==> config.mk <==
export PLATFORM = sky130hd
export DESIGN_NAME = lru_ts_ctrl
export DESIGN_NICKNAME = d
export VERILOG_FILES = /design/src/design/lru_ts_pkg.sv /design/src/design/lru_ts_ctrl.sv
export SDC_FILE = /design/constraint.sdc
export NUM_CORES = 1
export LEC_CHECK = 0
export ABC_AREA = 1
export CORE_AREA = 10 10 47 49
export CTS_CLUSTER_SIZE = 25
export DETAILED_ROUTE_END_ITERATION = 8
export DIE_AREA = 0 0 57 59
export DONT_BUFFER_PORTS = 1
export MAX_ROUTING_LAYER = met4
export PLACE_DENSITY_LB_ADDON = 0.3
export SLEW_MARGIN = 30
export SYNTH_ARGS = -nofsm -noshare
export SYNTH_HDL_FRONTEND = slang
export SYNTH_SLANG_ARGS = --single-unit
==> constraint.sdc <==
create_clock -name clk_i -period 1.98 [get_ports clk_i]
set_input_delay 0.099 -clock clk_i [delete_from_list [all_inputs] [get_ports clk_i]]
set_output_delay 0.099 -clock clk_i [all_outputs]
set_load 0.05 [all_outputs]
==> src/design/lru_ts_pkg.sv <==
`default_nettype none
package lru_ts_pkg;

  localparam int unsigned SETS    = 64;
  localparam int unsigned WAYS    = 16;
  localparam int unsigned STAMP_W = 32;

  localparam int unsigned CMD_W = 2;
  localparam int unsigned SET_W = 6;
  localparam int unsigned WAY_W = 4;

  localparam logic [CMD_W-1:0] CMD_VICTIM = 2'd0;
  localparam logic [CMD_W-1:0] CMD_FILL   = 2'd1;
  localparam logic [CMD_W-1:0] CMD_UPDATE = 2'd2;

  localparam int unsigned SET_AW  = (SETS > 1) ? $clog2(SETS) : 1;
  localparam int unsigned WAY_AW  = $clog2(WAYS);
  localparam int unsigned WAYS_P2 = 1 << WAY_AW;
  localparam int unsigned ROW_W   = WAYS * STAMP_W;
  localparam int unsigned STEP_W  = (WAY_AW > 1) ? $clog2(WAY_AW) : 1;

  typedef struct packed {
    logic latch;     // capture request and read its row
    logic clr;       // write a zero row at the clear pointer
    logic write;     // stamp the latched way and bump the counter
    logic load;      // load the min tree from the row just read
    logic reduce;    // one tree level
    logic out_load;  // move the winner to the output register
  } lru_ts_cmd_t;

  typedef struct packed {
    logic clr_last;
  } lru_ts_sts_t;

endpackage
`default_nettype wire

==> src/design/lru_ts_ctrl.sv <==
`default_nettype none
module lru_ts_ctrl (
  input  wire logic                        clk_i,
  input  wire logic                        rst_ni,
  input  wire logic                        in_valid_i,
  output logic                             in_stall_o,
  input  wire logic [lru_ts_pkg::CMD_W-1:0] command_i,
  input  wire logic [lru_ts_pkg::SET_W-1:0] set_index_i,
  input  wire logic [lru_ts_pkg::WAY_W-1:0] way_i,
  input  wire logic                        hit_i,
  input  wire logic                        is_writeback_i,
  output logic                             out_valid_o,
  input  wire logic                        out_stall_i,
  input  wire lru_ts_pkg::lru_ts_sts_t     sts_i,
  output lru_ts_pkg::lru_ts_cmd_t          cmd_o
);

  localparam logic [2:0] ST_CLEAR  = 3'd0;
  localparam logic [2:0] ST_IDLE   = 3'd1;
  localparam logic [2:0] ST_STAMP  = 3'd2;
  localparam logic [2:0] ST_LOAD   = 3'd3;
  localparam logic [2:0] ST_REDUCE = 3'd4;
  localparam logic [2:0] ST_OUT    = 3'd5;

  logic [2:0] state_q, state_d;
  logic [lru_ts_pkg::STEP_W-1:0] step_q, step_d;
  logic out_valid_q, out_valid_d;
  logic accept, set_ok, way_ok, do_victim, do_stamp;

  assign in_stall_o = (state_q != ST_IDLE);
  assign accept     = in_valid_i && (state_q == ST_IDLE);
  assign set_ok     = 32'(set_index_i) < lru_ts_pkg::SETS;
  assign way_ok     = 32'(way_i) < lru_ts_pkg::WAYS;
  assign do_victim  = set_ok && (command_i == lru_ts_pkg::CMD_VICTIM);
  assign do_stamp   = set_ok && way_ok &&
                      ((command_i == lru_ts_pkg::CMD_FILL) ||
                       ((command_i == lru_ts_pkg::CMD_UPDATE) && hit_i && !is_writeback_i));

  always_comb begin
    state_d     = state_q;
    step_d      = step_q;
    out_valid_d = out_valid_q && out_stall_i;
    cmd_o       = '0;
    unique case (state_q)
      ST_CLEAR: begin
        cmd_o.clr = 1'b1;
        if (sts_i.clr_last) begin
          state_d = ST_IDLE;
        end
      end
      ST_IDLE: begin
        if (accept && do_victim) begin
          cmd_o.latch = 1'b1;
          state_d     = ST_LOAD;
        end else if (accept && do_stamp) begin
          cmd_o.latch = 1'b1;
          state_d     = ST_STAMP;
        end
      end
      ST_STAMP: begin
        cmd_o.write = 1'b1;
        state_d     = ST_IDLE;
      end
      ST_LOAD: begin
        cmd_o.load = 1'b1;
        step_d     = '0;
        state_d    = ST_REDUCE;
      end
      ST_REDUCE: begin
        cmd_o.reduce = 1'b1;
        step_d       = step_q + 1'b1;
        if (step_q == lru_ts_pkg::STEP_W'(lru_ts_pkg::WAY_AW - 1)) begin
          state_d = ST_OUT;
        end
      end
      ST_OUT: begin
        // wait until the previous result has left the output register
        if (!out_valid_q || !out_stall_i) begin
          cmd_o.out_load = 1'b1;
          out_valid_d    = 1'b1;
          state_d        = ST_IDLE;
        end
      end
      default: begin
        state_d = ST_IDLE;
      end
    endcase
  end

  always_ff @(posedge clk_i or negedge rst_ni) begin
    if (!rst_ni) begin
      state_q     <= ST_CLEAR;
      step_q      <= '0;
      out_valid_q <= 1'b0;
    end else begin
      state_q     <= state_d;
      step_q      <= step_d;
      out_valid_q <= out_valid_d;
    end
  end

  assign out_valid_o = out_valid_q;

endmodule
`default_nettype wire

### After elaboration in Yosys (flattened, before gate mapping)

Cells that the tools add are included.

* reduce and logical (&&, ||, !) cells: 15
* add/subtract/negate cells: 1
* mux-type cells: 18
* equal/unequal tests: 13

Operators with widths (count)
* 3-bit 2-to-1 mux: 5
* 3-bit one-hot mux with 5 select lines: 1
* 1-bit 2-to-1 mux: 11
* 3-bit by 2-bit equality test with 1-bit output (second input constant): 2
* 3-bit equality test (second input constant): 2
* 1-bit logical AND: 6
* 2-bit != test (second input constant): 3
* 3-bit by 1-bit != test with 1-bit output (second input constant): 2
* 2-bit equality test (second input constant): 2
* 2-bit one-hot mux with 2 select lines: 1
* 4-bit AND reduction: 1
* 3-bit by 1-bit equality test with 1-bit output (second input constant): 1
* 1-bit logical NOT: 3
* 3-bit logical NOT: 1
* 2-bit by 1-bit adder with 2-bit output (second input constant): 1
* 2-bit by 1-bit equality test with 1-bit output (second input constant): 1
* 2-bit logical NOT: 1
* 1-bit logical OR: 2
* 2-bit nonzero test: 1

* word-level logic and storage cells: 50
* register bits: 6
* bits of input ports: 19

### Depth between registers and ports, before layout

* depth in word-level cells: 8
* mapped depth: 8
* mapped depth without buffers: 8

### Least setup slack after synthesis

OpenSTA, ideal clock, no wires.

* kind: register -> output
* start: register out_valid_o (netlist name)
* end: output cmd_o[5] (netlist name)
* setup slack: 153 ps
* arrival time: 1728 ps
* required time: 1881 ps
* stages on the path, launching flop included: 8
* buffers on the path: 0
* cell sequence: dfrtp_1 -> nand2_1 -> inv_1 -> nand3_1 -> nand2_1 -> nor2_2 -> nand2_2 -> nor2_1

RTL lines
* to (decl): RTL line lru_ts_ctrl.sv:15 `output lru_ts_pkg::lru_ts_cmd_t cmd_o`

==> out/metrics.yaml <==
cts_sinks: 6
ys_types: 15
setup_viol: 0
fin_crit_sh_pct: 81.5
num-nets-final: 88
synth_top_family_by_area: "simple AND/OR/NAND/NOR gates"
grt_usage_pct: 5.43
core_area_sq_um: 1400
final_common_cell: "nand2_1"
area_growth_pct: 29.2
synth-simple-area-share_pct: 46.1
timing.fmax_mhz: 620
regArea_sq_um: 150
cap_violations: 0
hold_path.class: "input pin to register"
boundaryPins: 27
hold_ws_ns: 0.123
switching_share_pct: 54.9
cp_max_fo: 8
powerDensity_nw_per_um2: 1810
leakagePower_nw: 0.292
worstPathCellList: "inv_1, nand3b_1, nand2_1, nor2_2, nand2_2, nor2_1, buf_4"
hold_buffers: 2
startpoint_type: "register"
root_buffer: "clkbuf_4"
fin_crit_ns: 1.61
power_mw: 0.903
overflow: 0
fin_util_pct: 35.5
combPwrFrac_pct: 62.5
start_util_pct: 27.5
ir_drop_mv: 0.512
cts_max_level: 1
synth_area_sq_um: 385
port_buffers: 0
synth_nets: 75
drtAntennaViolNets: 0
antenna_cells: 0
drc: 0
crit_arrival_ns: 1.51
firstDrtPassIters: 4
grt_pass1_wl_um: 1410
dpl_cell_area_sq_um: 455
clkPwrFrac_pct: 12.2
multiInputGateArea_sq_um: 206
ys_seq_area_share_pct: 39.0
gp_congestion: 0.657
vias: 356
cts.repair_timing.setup_buffer_count: 0
avgSynthCellArea_sq_um: 7.01
maxSlewHeadroom_pct: 71.9
via_per_inst: 4.34
design_area_sq_um: 498
clkLatencyLatePin_ns: 0.24
p_seq_share_pct: 25.3
stdcell_count: 82
synth_compound_area_share_pct: 2.92
drv_slew: 0
finalHoldViolCount: 0
fp-row-count: 14
synth_seq_cells: 6
die_w_um: 57
cts_tree: "done"
grt_setup_unrepaired: "no"
cts_resized: 0
switchingPower_mw: 0.495
drt_iter0_markers: 3
worstMarginPinSlew_ns: 0.421
power.internal_mw: 0.408
crit_path_top_delay_cell: "dfrtp_1"
criticalPathCategory: "register to primary output"
grt_max_degree: 9
die_area_sq_um: 3360
grt_antenna_before_repair: 0
place_hpwl_um: 719
dp.cells: 77
synth_warnings: 0
grt_pass1_vias: 336
max_stage_delay_ns: 0.49
final_cell_mix: "nand2_1 (15), nor2_1 (8), buf_4 (7)"
path_clk_slew_ns: 0.04
fp.dieH_um: 59
endpoint_kind: "primary output"
drive_above_1_share_pct: 27.3
crit_required_ns: 1.88
synth_cells: 55
layout_setup_ws_ns: 0.367
clockBufferDepth: 2
skew_ns: 0.000164
synthMuxAreaShare_pct: 0
setup_tns_ns: 0
num-fill-cells: 159
wire_per_inst_um: 10.3
routed_wl_um: 845
dpl_worst_slack_ns: 0.609
synth_xor_area_share_pct: 0
status: "complete, no violations"
synthAdderAreaFrac_pct: 3.25
cts_buffers: 3
## synthesized netlist by cell type
library cell | count | area share [%]
inv_2 | 1 | 0.97
a31oi_1 | 1 | 1.6
ha_1 | 1 | 3.2
nor3_1 | 1 | 1.3
nand3b_1 | 2 | 3.9
inv_1 | 6 | 5.8
nor3_2 | 1 | 2.6
nor2_1 | 8 | 7.8
nand3_1 | 6 | 7.8
a21oi_1 | 1 | 1.3
nand2_1 | 15 | 15
nand2_2 | 2 | 3.2
nor2_2 | 3 | 4.9
dfrtp_1 | 6 | 39
buf_4 | 1 | 1.9
## sequential cells by signal, summed over array words and instances, names as in the netlist
| register | cells |
|---|---|
| state_q | 3 |
| step_q | 2 |
| out_valid_o | 1 |
## logic make-up after synthesis
group                      count (synthesis)
adders and majority gates                  1
AOI/OAI and AO/OA                          2
and+or+nand+nor                           38
buffers and inverters                      8
DFF                                        6
## final timing paths
path | endpoint | slack (ns) | cells past startpoint | start
max in group asynchronous | state_q[1] | 1.60 | 1 | rst_ni
max | cmd_o[5] | 0.37 | 7 | state_q[2]
min in group asynchronous | step_q[1] | 0.17 | 1 | rst_ni
max reg2reg | step_q[0] | 0.74 | 6 | state_q[1]
min | state_q[0] | 0.12 | 4 | in_valid_i
min reg2reg | step_q[0] | 0.47 | 1 | step_q[0]
## worst max-delay path: cells and delay by family, from the launching register on
family	cells	cell delay, ns
flip-flops	1	0.49
AND/OR/NAND/NOR	5	0.46
buffers and inverters	2	0.32
## final cells by class
cell class | count | area share, %
clock buffers | 3 | 4.52
inverters | 7 | 5.28
multi-input cells | 41 | 41.5
flip-flops and latches | 6 | 30.2
well taps | 16 | 4.02
repair buffers | 9 | 14.6
## metal layers
layer	vias up	share of wire (%)	track usage [%]
met1	153	41	5.38
met4	0	0.47	4.03
li1	196	-	-
met3	2	6.5	2.58
met5	-	0	-
met2	5	52	8.22
## power groups by stage
stage | sequential [mW] | clock (mW) | combinational, mW
after floorplan | 0.240 | 0 | 0.422
after global placement | 0.230 | 0 | 0.571
after detailed placement | 0.231 | 0 | 0.570
after CTS | 0.229 | 0.114 | 0.577
after global routing | 0.239 | 0.123 | 0.618
final | 0.229 | 0.110 | 0.565
Power figures use the tool's default switching activity.
